===== src/rtl/rwt_pkg.sv =====
// Shared types, register codes and constants for the reflective wheel tachometer.
package rwt_pkg;

	localparam int SAMPLE_BITS_DEF = 10;
	localparam int QUEUE_DEPTH_DEF = 2;

	localparam int RAW_BITS   = 10;
	localparam int TS_BITS    = 64;
	localparam int CMD_BITS   = 8;
	localparam int MINC_BITS  = 10;
	localparam int MINH_BITS  = 9;
	localparam int PER_BITS   = 24;
	localparam int TOUT_BITS  = 32;
	localparam int RPM_BITS   = 16;
	localparam int SRPM_BITS  = 17;
	localparam int CFG_IDX_BITS  = 3;
	localparam int CFG_DATA_BITS = 32;
	localparam int S_TDATA_BITS  = 88;
	localparam int M_TDATA_BITS  = 64;

	// register indexes
	localparam logic [CFG_IDX_BITS-1:0] REG_MIN_CONTRAST = 3'd0;
	localparam logic [CFG_IDX_BITS-1:0] REG_MIN_HYST     = 3'd1;
	localparam logic [CFG_IDX_BITS-1:0] REG_MIN_PERIOD   = 3'd2;
	localparam logic [CFG_IDX_BITS-1:0] REG_MAX_PERIOD   = 3'd3;
	localparam logic [CFG_IDX_BITS-1:0] REG_TIMEOUT      = 3'd4;

	// register reset values
	localparam logic [MINC_BITS-1:0] RST_MIN_CONTRAST = 10'd80;
	localparam logic [MINH_BITS-1:0] RST_MIN_HYST     = 9'd16;
	localparam logic [PER_BITS-1:0]  RST_MIN_PERIOD   = 24'd100000;
	localparam logic [PER_BITS-1:0]  RST_MAX_PERIOD   = 24'd5000000;
	localparam logic [TOUT_BITS-1:0] RST_TIMEOUT      = 32'd6000000;

	// 60e6 us per minute times 64 for Q10.6
	localparam logic [31:0] RPM_NUMERATOR = 32'd3840000000;

	// item kinds
	localparam logic KIND_SAMPLE = 1'b0;
	localparam logic KIND_DRIVE  = 1'b1;

	// direction codes, two's complement in two bits
	localparam logic [1:0] DIR_NONE = 2'b00;
	localparam logic [1:0] DIR_FWD  = 2'b01;
	localparam logic [1:0] DIR_REV  = 2'b11;

	typedef struct packed {
		logic [MINC_BITS-1:0] min_contrast;
		logic [MINH_BITS-1:0] min_hyst;
		logic [PER_BITS-1:0]  min_period;
		logic [PER_BITS-1:0]  max_period;
		logic [TOUT_BITS-1:0] timeout;
	} cfg_t;

	typedef struct packed {
		logic                kind;
		logic [1:0]          cmd_dir;   // DIR_NONE keeps the direction
		logic [RAW_BITS-1:0] raw;
		logic [TS_BITS-1:0]  ts;
	} item_t;

endpackage


===== src/rtl/reflective_wheel_tachometer_unit.sv =====
// Top level of the reflective wheel tachometer: config bank, front, queue, engine.
//
// Reflective wheel tachometer. Each input beat is either a sensor sample with
// a microsecond timestamp (tuser = 0) or a drive command whose sign sets the
// reported direction (tuser = 1); every beat yields exactly one result beat.
// Samples update a running min/max; when the spread reaches min_contrast a
// hysteresis comparator around the midpoint (half-band = contrast/8, floored
// at min_hysteresis) detects rising edges, and an edge-to-edge period within
// [min_period_us, max_period_us] gives rpm = 3840000000/period in Q10.6,
// saturating at 65535. An edge age above timeout_us drops the speed.
// A drive command passes the engine's idle and emit states, a sample also
// the threshold and level states, and a sample that completes an accepted
// period also runs the bit-serial rpm divider (one quotient bit per cycle).
// The engine works on one item at a time; a two-entry queue in front of it
// keeps accepting beats, and the output register lets a finished result wait
// for m_tready without blocking the next item's processing. Configuration
// writes (cfg_ready is always high) must be made while the block is idle.
module reflective_wheel_tachometer_unit #(
	parameter int SAMPLE_BITS = rwt_pkg::SAMPLE_BITS_DEF,
	parameter int QUEUE_DEPTH = rwt_pkg::QUEUE_DEPTH_DEF
) (
	input  logic                              clk,
	input  logic                              arst_n,
	// config write channel
	input  logic                              cfg_valid,
	output logic                              cfg_ready,
	input  logic [rwt_pkg::CFG_IDX_BITS-1:0]  cfg_index,
	input  logic [rwt_pkg::CFG_DATA_BITS-1:0] cfg_data,
	// input beats
	input  logic                              s_tvalid,
	output logic                              s_tready,
	// raw_sample[9:0], timestamp_us[73:10], drive_command[81:74], zero fill
	input  logic [rwt_pkg::S_TDATA_BITS-1:0]  s_tdata,
	// func[0]
	input  logic [0:0]                        s_tuser,
	// result beats
	output logic                              m_tvalid,
	input  logic                              m_tready,
	// speed_rpm[15:0], signed_speed_rpm[32:16], period_out_us[56:33],
	// level_is_high[57], zero fill
	output logic [rwt_pkg::M_TDATA_BITS-1:0]  m_tdata,
	// speed_valid[0]
	output logic [0:0]                        m_tuser
);
	localparam int ITEM_BITS = $bits(rwt_pkg::item_t);

	rwt_pkg::cfg_t  cfg_q;
	rwt_pkg::item_t front_item, back_item;
	logic           q_push, q_pop, q_empty, q_full;
	logic [ITEM_BITS-1:0] q_rd;

	// configuration bank; writes past the last register are dropped
	assign cfg_ready = 1'b1;

	always_ff @(posedge clk or negedge arst_n) begin
		if (!arst_n) begin
			cfg_q.min_contrast <= rwt_pkg::RST_MIN_CONTRAST;
			cfg_q.min_hyst     <= rwt_pkg::RST_MIN_HYST;
			cfg_q.min_period   <= rwt_pkg::RST_MIN_PERIOD;
			cfg_q.max_period   <= rwt_pkg::RST_MAX_PERIOD;
			cfg_q.timeout      <= rwt_pkg::RST_TIMEOUT;
		end else if (cfg_valid && cfg_ready) begin
			case (cfg_index)
				rwt_pkg::REG_MIN_CONTRAST: cfg_q.min_contrast <= cfg_data[9:0];
				rwt_pkg::REG_MIN_HYST:     cfg_q.min_hyst     <= cfg_data[8:0];
				rwt_pkg::REG_MIN_PERIOD:   cfg_q.min_period   <= cfg_data[23:0];
				rwt_pkg::REG_MAX_PERIOD:   cfg_q.max_period   <= cfg_data[23:0];
				rwt_pkg::REG_TIMEOUT:      cfg_q.timeout      <= cfg_data;
				default: ;
			endcase
		end
	end

	// front: accept and classify
	rwt_front u_front (
		.s_tvalid (s_tvalid),
		.s_tready (s_tready),
		.s_tdata  (s_tdata),
		.s_tuser  (s_tuser),
		.q_full   (q_full),
		.q_push   (q_push),
		.q_item   (front_item)
	);

	// decoupling queue
	rwt_fifo #(
		.WIDTH (ITEM_BITS),
		.DEPTH (QUEUE_DEPTH)
	) u_queue (
		.clk     (clk),
		.arst_n  (arst_n),
		.push    (q_push),
		.wr_data (front_item),
		.pop     (q_pop),
		.rd_data (q_rd),
		.empty   (q_empty),
		.full    (q_full)
	);

	assign back_item = rwt_pkg::item_t'(q_rd);

	// back: per-sample engine with rpm divider and output register
	rwt_back #(
		.SAMPLE_BITS (SAMPLE_BITS)
	) u_back (
		.clk      (clk),
		.arst_n   (arst_n),
		.cfg      (cfg_q),
		.q_item   (back_item),
		.q_empty  (q_empty),
		.q_pop    (q_pop),
		.m_tvalid (m_tvalid),
		.m_tready (m_tready),
		.m_tdata  (m_tdata),
		.m_tuser  (m_tuser)
	);

endmodule


===== src/rtl/rwt_fifo.sv =====
// Short register queue between the classifier and the sample engine.
module rwt_fifo #(
	parameter int WIDTH = 8,
	parameter int DEPTH = 2
) (
	input  logic             clk,
	input  logic             arst_n,
	input  logic             push,
	input  logic [WIDTH-1:0] wr_data,
	input  logic             pop,
	output logic [WIDTH-1:0] rd_data,
	output logic             empty,
	output logic             full
);
	localparam int AW = (DEPTH > 1) ? $clog2(DEPTH) : 1;
	localparam int NW = $clog2(DEPTH + 1);

	logic [WIDTH-1:0] mem_q [DEPTH];
	logic [AW-1:0]    wr_ptr_q, rd_ptr_q;
	logic [NW-1:0]    count_q;
	logic             do_push, do_pop;

	assign empty   = (count_q == '0);
	assign full    = (count_q == NW'(DEPTH));
	assign do_push = push && !full;
	assign do_pop  = pop && !empty;
	assign rd_data = mem_q[rd_ptr_q];

	always_ff @(posedge clk or negedge arst_n) begin
		if (!arst_n) begin
			wr_ptr_q <= '0;
			rd_ptr_q <= '0;
			count_q  <= '0;
		end else begin
			if (do_push)
				wr_ptr_q <= (wr_ptr_q == AW'(DEPTH - 1)) ? '0 : wr_ptr_q + 1'b1;
			if (do_pop)
				rd_ptr_q <= (rd_ptr_q == AW'(DEPTH - 1)) ? '0 : rd_ptr_q + 1'b1;
			if (do_push && !do_pop)
				count_q <= count_q + 1'b1;
			else if (do_pop && !do_push)
				count_q <= count_q - 1'b1;
		end
	end

	always_ff @(posedge clk) begin
		if (do_push)
			mem_q[wr_ptr_q] <= wr_data;
	end

endmodule


===== src/rtl/rwt_front.sv =====
// Input side: takes stream beats and classifies them into queue items.
module rwt_front (
	input  logic                            s_tvalid,
	output logic                            s_tready,
	input  logic [rwt_pkg::S_TDATA_BITS-1:0] s_tdata,
	input  logic [0:0]                      s_tuser,
	input  logic                            q_full,
	output logic                            q_push,
	output rwt_pkg::item_t                  q_item
);
	logic [rwt_pkg::CMD_BITS-1:0] cmd;

	assign s_tready = !q_full;
	assign q_push   = s_tvalid && !q_full;
	assign cmd      = s_tdata[81:74];

	always_comb begin
		q_item.kind = s_tuser[0] ? rwt_pkg::KIND_DRIVE : rwt_pkg::KIND_SAMPLE;
		q_item.raw  = s_tdata[9:0];
		q_item.ts   = s_tdata[73:10];
		// sign of the command picks the direction, zero keeps it
		if (cmd == '0)
			q_item.cmd_dir = rwt_pkg::DIR_NONE;
		else if (cmd[rwt_pkg::CMD_BITS-1])
			q_item.cmd_dir = rwt_pkg::DIR_REV;
		else
			q_item.cmd_dir = rwt_pkg::DIR_FWD;
	end

endmodule


===== src/rtl/rwt_back.sv =====
// Sample engine: min/max tracking, hysteresis comparator, edge timing, rpm divider.
module rwt_back #(
	parameter int SAMPLE_BITS = rwt_pkg::SAMPLE_BITS_DEF
) (
	input  logic                             clk,
	input  logic                             arst_n,
	input  rwt_pkg::cfg_t                    cfg,
	input  rwt_pkg::item_t                   q_item,
	input  logic                             q_empty,
	output logic                             q_pop,
	output logic                             m_tvalid,
	input  logic                             m_tready,
	output logic [rwt_pkg::M_TDATA_BITS-1:0] m_tdata,
	output logic [0:0]                       m_tuser
);
	localparam int SW = SAMPLE_BITS;
	localparam int CW = ((SW > rwt_pkg::MINC_BITS) ? SW : rwt_pkg::MINC_BITS) + 1;
	localparam logic [SW-1:0] SMAX = {SW{1'b1}};
	localparam logic [rwt_pkg::RAW_BITS-1:0] RAW_MASK = (SW >= rwt_pkg::RAW_BITS) ?
		{rwt_pkg::RAW_BITS{1'b1}} : rwt_pkg::RAW_BITS'((1 << SW) - 1);

	localparam logic [2:0] ST_IDLE = 3'd0;
	localparam logic [2:0] ST_THR  = 3'd1;
	localparam logic [2:0] ST_LVL  = 3'd2;
	localparam logic [2:0] ST_DIV  = 3'd3;
	localparam logic [2:0] ST_EMIT = 3'd4;

	logic [2:0]    state_q;
	logic [SW-1:0] min_q, max_q;
	logic          level_q, lready_q, valid_q, edge_q;
	logic [63:0]   last_edge_q;
	logic [23:0]   period_q;
	logic [15:0]   rpm_q;
	logic [1:0]    dir_q;
	logic [4:0]    cnt_q;
	logic          m_valid_q;

	// payload registers
	logic [SW-1:0] samp_q, mid_q, lower_q, upper_q;
	logic [63:0]   ts_q, diff_q;
	logic          ok_q, in_range_q, tout_q;
	logic [23:0]   rem_q;
	logic [31:0]   num_q;
	logic [rwt_pkg::M_TDATA_BITS-1:0] m_tdata_q;
	logic          m_tuser_q;

	logic [SW-1:0] samp, new_min, new_max, contrast, mid_c, lower_c, upper_c;
	logic [CW-1:0] hyst_c, sum_c, mid_w;
	logic          ok_c, in_range_c, tout_c;
	logic [24:0]   trial;
	logic          trial_ge;
	logic [15:0]   rpm_out;
	logic [16:0]   srpm_out;
	logic          out_free, rise, fall, accept_per;

	assign samp    = SW'(q_item.raw & RAW_MASK);
	assign new_min = (samp < min_q) ? samp : min_q;
	assign new_max = (samp > max_q) ? samp : max_q;
	assign q_pop   = (state_q == ST_IDLE) && !q_empty;

	// threshold arithmetic on the updated extremes
	always_comb begin
		contrast = (max_q >= min_q) ? (max_q - min_q) : '0;
		ok_c     = CW'(contrast) >= CW'(cfg.min_contrast);
		mid_c    = min_q + (contrast >> 1);
		mid_w    = CW'(mid_c);
		hyst_c   = CW'(contrast >> 3);
		if (hyst_c < CW'(cfg.min_hyst))
			hyst_c = CW'(cfg.min_hyst);
		lower_c  = (mid_w > hyst_c) ? SW'(mid_w - hyst_c) : '0;
		sum_c    = mid_w + hyst_c;
		upper_c  = (sum_c < CW'(SMAX)) ? SW'(sum_c) : SMAX;
		in_range_c = (diff_q >= 64'(cfg.min_period)) && (diff_q <= 64'(cfg.max_period));
		tout_c     = edge_q && (diff_q > 64'(cfg.timeout));
	end

	assign rise       = lready_q && !level_q && (samp_q >= upper_q);
	assign fall       = lready_q && level_q && (samp_q <= lower_q);
	assign accept_per = rise && edge_q && in_range_q;

	// restoring divider step
	assign trial    = {rem_q, num_q[31]};
	assign trial_ge = trial >= {1'b0, period_q};

	assign out_free = !m_valid_q || m_tready;
	assign rpm_out  = valid_q ? rpm_q : '0;
	always_comb begin
		case (dir_q)
			rwt_pkg::DIR_FWD: srpm_out = {1'b0, rpm_out};
			rwt_pkg::DIR_REV: srpm_out = 17'(-{1'b0, rpm_out});
			default:          srpm_out = '0;
		endcase
	end

	always_ff @(posedge clk or negedge arst_n) begin
		if (!arst_n) begin
			state_q     <= ST_IDLE;
			min_q       <= SMAX;
			max_q       <= '0;
			level_q     <= 1'b0;
			lready_q    <= 1'b0;
			valid_q     <= 1'b0;
			edge_q      <= 1'b0;
			last_edge_q <= '0;
			period_q    <= '0;
			rpm_q       <= '0;
			dir_q       <= rwt_pkg::DIR_NONE;
			cnt_q       <= '0;
			m_valid_q   <= 1'b0;
		end else begin
			// output register: load a finished result, else drop a taken beat
			if (state_q == ST_EMIT && out_free)
				m_valid_q <= 1'b1;
			else if (m_tready)
				m_valid_q <= 1'b0;
			case (state_q)
				ST_IDLE: begin
					if (!q_empty) begin
						if (q_item.kind == rwt_pkg::KIND_DRIVE) begin
							if (q_item.cmd_dir != rwt_pkg::DIR_NONE)
								dir_q <= q_item.cmd_dir;
							state_q <= ST_EMIT;
						end else begin
							min_q   <= new_min;
							max_q   <= new_max;
							state_q <= ST_THR;
						end
					end
				end
				ST_THR: state_q <= ST_LVL;
				ST_LVL: begin
					state_q <= ST_EMIT;
					if (!ok_q) begin
						valid_q <= 1'b0;
					end else if (!lready_q) begin
						level_q  <= samp_q >= mid_q;
						lready_q <= 1'b1;
						if (tout_q) begin
							valid_q <= 1'b0;
							rpm_q   <= '0;
						end
					end else if (rise) begin
						level_q     <= 1'b1;
						last_edge_q <= ts_q;
						edge_q      <= 1'b1;
						if (accept_per) begin
							period_q <= diff_q[23:0];
							cnt_q    <= 5'd31;
							state_q  <= ST_DIV;
						end
					end else begin
						if (fall)
							level_q <= 1'b0;
						if (tout_q) begin
							valid_q <= 1'b0;
							rpm_q   <= '0;
						end
					end
				end
				ST_DIV: begin
					cnt_q <= cnt_q - 1'b1;
					if (cnt_q == '0) begin
						// num_q holds the quotient after this step
						rpm_q   <= (num_q[30:15] != '0) ? 16'hFFFF : {num_q[14:0], trial_ge};
						valid_q <= 1'b1;
						state_q <= ST_EMIT;
					end
				end
				ST_EMIT: begin
					if (out_free)
						state_q <= ST_IDLE;
				end
				default: state_q <= ST_IDLE;
			endcase
		end
	end

	always_ff @(posedge clk) begin
		if (q_pop) begin
			samp_q <= samp;
			ts_q   <= q_item.ts;
			diff_q <= q_item.ts - last_edge_q;
		end
		if (state_q == ST_THR) begin
			ok_q       <= ok_c;
			mid_q      <= mid_c;
			lower_q    <= lower_c;
			upper_q    <= upper_c;
			in_range_q <= in_range_c;
			tout_q     <= tout_c;
		end
		if (state_q == ST_LVL) begin
			rem_q <= '0;
			num_q <= rwt_pkg::RPM_NUMERATOR;
		end else if (state_q == ST_DIV) begin
			rem_q <= trial_ge ? 24'(trial - {1'b0, period_q}) : trial[23:0];
			num_q <= {num_q[30:0], trial_ge};
		end
		if (state_q == ST_EMIT && out_free) begin
			m_tdata_q <= {6'b0, level_q, period_q, srpm_out, rpm_out};
			m_tuser_q <= valid_q;
		end
	end

	assign m_tvalid = m_valid_q;
	assign m_tdata  = m_tdata_q;
	assign m_tuser  = m_tuser_q;

endmodule


===== config.mk =====
export PLATFORM = sky130hd
export DESIGN_NAME = reflective_wheel_tachometer_unit
export DESIGN_NICKNAME = d
export VERILOG_FILES = /design/src/rtl/rwt_pkg.sv /design/src/rtl/reflective_wheel_tachometer_unit.sv /design/src/rtl/rwt_fifo.sv /design/src/rtl/rwt_front.sv /design/src/rtl/rwt_back.sv
export SDC_FILE = /design/constraint.sdc
export NUM_CORES = 1
export LEC_CHECK = 0
export BUFFER_PORTS_ARGS = -buffer_cell sky130_fd_sc_hd__buf_2
export CAP_MARGIN = 0
export CORE_MARGIN = 3
export CORE_UTILIZATION = 24
export CTS_BUF_LIST = sky130_fd_sc_hd__clkbuf_4 sky130_fd_sc_hd__clkbuf_8 sky130_fd_sc_hd__clkbuf_16
export CTS_CLUSTER_SIZE = 20
export DETAILED_ROUTE_END_ITERATION = 12
export PLACE_DENSITY_LB_ADDON = 0.05
export SETUP_SLACK_MARGIN = 0.5
export SKIP_LAST_GASP = 1
export SLEW_MARGIN = 20
export SYNTH_ARGS = -nofsm -noshare
export SYNTH_HDL_FRONTEND = slang
export SYNTH_HIERARCHICAL = 1
export SYNTH_SLANG_ARGS = --single-unit

===== constraint.sdc =====
create_clock -name clk -period 23.4 [get_ports clk]
set_input_delay 4.68 -clock clk [delete_from_list [all_inputs] [get_ports clk]]
set_output_delay 4.68 -clock clk [all_outputs]
set_load 0.01 [all_outputs]

==> results.md <==
- Routed WL per cell: 18.0 um
- Crit path DAT: 7.02 ns
- DIE HEIGHT: 393 um
- Final count of negative-setup-slack endpoints: 0
- Die width: 393 um
- Detailed Route WL: 93.5 mm
- Max Fanout on Critical Path: 50
- Syn. warnings: 6
- DP HPWL: 68.9 mm
- # H-tree levels: 3
- FF+latch count, synth: 682
- Max Fclk: 149 MHz
- Fin crit period: 6.73 ns
- Largest net degree at the start of global routing: 142
- Area of the core: 148000 sq um
- Hold path cells: 0
- Clock sink count: 682
- Worst Tran Pin Value: 1.03 ns
- Site Rows: 141
- I/O Pins: 197
- Post-DRT Antenna Nets: 0
- DRC viols: 0
- Setup TNS: 0 ns
- Congestion Overflow GR: 0
- EDFF count, synth: 384
- Asr flop ratio synth: 35.5%
- Yosys top cell area share: 32.1%
- Met3 wire length: 4.45 mm
- Reg2reg start: u_back/min_q[0]$_DFFE_PN1P_
- Final Hold Viols: 0
- Area grow syn2layout: 15.8%
- Slew headroom: 30.9%
- Vias in the first global route: 23800
- Setup crit start kind: primary input
- Synth area leaders: edfxtp_1 32%, dfrtp_1 14%, ha_1 9.5%, mux2_2 6.1%, dfxtp_1 3.1%
- Post-synthesis sequential area ratio: 52.3%
- Met1 Wirelength: 43.8 mm
- Clk pin slew, worst setup/hold paths: 0.05 ns
- Top_reg_cell synth: edfxtp_1
- Initial DRC count: 980
- I/O Buffers: 183
- Dpl cells: 5024
- Clk Latency, worst-skew pair: 0.68 ns
- CTS tree: yes
- Hold Path Sink: u_back/m_tdata[39]$_DFFE_PP_
- Layout cell share with drive strength beyond 1: 21.5%
- Max-Cap Viols: 0
- CTS resizes: 0
- Commonest non-fill, non-tap cell in the layout: edfxtp_1
- Initial core utilization: 24.2%
- Max-slew violation count: 0
- WS Path Type: primary input to flop
- Gate count of the mapped netlist: 3070
- Post-CTS setup buffers: 0
- Met2 WL post-DR: 43.0 mm
- Initial antenna violation count: 18
- Global Route Usage Sum: 12.2%
- Top layer used by detailed routing: met5
- Nets: 3594
- Non-Filler Instances: 5206
- RePlAce Congestion: 0.788
- Worst Setup SP: s_tvalid
- R2r worst-path depth: 31
- Mean Syn Cell Area: 11.7 sq um
- Fin crit share: 28.8%
- Synthesized area: 35900 sq um
- Status: complete, no violations
- Most frequent cells in the layout: 384 x edfxtp_1, 292 x inv_1, 272 x ha_1
- Hold Crit Start: u_back/period_q[6]$_DFFE_PN0P_
- First-pass GRT wire length: 144 mm
- Vias per cell: 4.32
- Die area: 154000 sq um
- Routed via count: 22500
- CTS Hold Bufs: 0
- RSZ-0062 raised after global routing: no
- RR Endpoint: u_back/upper_q[6]$_SDFFCE_PP1P_
- Final core utilization: 28.1%
- Root buf cell: clkbuf_16
- Max clock buf depth: 3
- CP endpoint kind: flop
- CTS buffer count: 91
- Fillers: 15300
- Yosys cell types: 85
- Hold Crit Class: flop to flop
- Data required, critical path: 23.69 ns
- Internal reg-to-reg setup slack: 16.78 ns
- Worst-case clock skew: 0.0395 ns
- TritonRoute pass-1 iters: 5
- Cell taking the most area after synthesis: edfxtp_1
-- per-layer routing --
metal | vias to the layer above | track usage (%)
met1 | 10900 | 16.0
met3 | 131 | 2.74
met5 | - | 0
met2 | 371 | 19.9
li1 | 11100 | -
met4 | 2 | 3.96
-- per-stage QoR --
step	hold slack, ns	setup slack, ns	area, sq um
after CTS	0.447	16.68	41500
after global placement	0.440	15.96	38300
after floorplan	0.425	5.94	35900
after global routing	0.465	16.18	41500
final	0.446	16.67	41500
after detailed placement	0.433	15.94	38300
-- worst max-delay path, cell delays in order --
cell	delay (ns)
buf_2	0.08
nor2b_1	0.38
nand2_1	0.23
nor2_4	0.83
buf_4	0.70
-- registers in the layout, summed over array words and instances (netlist names), 24 cells and up --
name                flops
u_back/ts_q            64
u_back/period_q        24
u_back/last_edge_q     64
u_back/m_tdata         58
u_queue/mem_q         154
cfg_q                  99
u_back/rem_q           24
u_back/num_q           32
u_back/diff_q          64
-- layout make-up --
class	instances	area, sq um	area share (%)
sequential	682	18800	45.2
antenna	12	30.0	0.0723
tap	1930	2410	5.81
inverter	292	1100	2.64
clock buffer	132	2740	6.59
timing repair buffer	201	1070	2.58
clock inverter	38	420	1.01
multi-input combinational	1919	15000	36.1
-- how the worst max path moves through the flow --
stage,endpoint,cells after the start
after floorplan,u_queue/count_q[1]$_DFFE_PN0P_,6
after global placement,u_queue/mem_q[0][12]$_DFFE_PP_,5
after detailed placement,u_queue/mem_q[0][11]$_DFFE_PP_,5
after CTS,u_back/upper_q[6]$_SDFFCE_PP1P_,31
after global routing,u_back/upper_q[6]$_SDFFCE_PP1P_,31
final,u_queue/mem_q[0][10]$_DFFE_PP_,5
-- Yosys cell counts, types with 4 or more instances --
cell,count
xor2_1,37
a211oi_1,12
nor4b_1,4
dfrtp_1,205
a221oi_1,5
nand4_1,54
o21bai_1,25
nor4_1,23
mux2i_1,25
o21a_1,28
nand2_1,210
and3_1,16
ha_1,272
o211ai_1,16
buf_4,83
o21ai_0,191
dfxtp_1,56
buf_2,23
o21ai_1,5
nor2_1,128
nor3_1,27
buf_6,7
a21oi_1,158
mux2_4,70
edfxtp_1,384
a21oi_2,4
fa_1,6
nor3b_1,4
xnor2_1,88
nand3_1,31
and2_1,24
or3_1,4
and2_0,4
inv_1,292
dfstp_2,37
a21o_1,96
nor2b_1,34
nand2b_1,26
o31ai_1,14
mux2_2,195
a31oi_1,16
clkbuf_1,62
-- kinds of logic (layout without fill, tap and decap cells) --
family                   Yosys count  count (layout)  share of synthesized area, %
multiplexers                     292             292                          9.81
adder cells (fa/ha/maj)          278             278                          9.82
buffers and inverters            474             663                          6.19
AND/OR/NAND/NOR                  605             605                          8.15
AO/OA/AOI/OAI                    612             612                          10.7
flip-flops                       682             682                          52.3
XOR/XNOR                         125             125                          3.05
other                              2              19                        0.0209
Power is not shown: default switching activity piles up to over one toggle a cycle in this logic, so the estimate is an artifact.
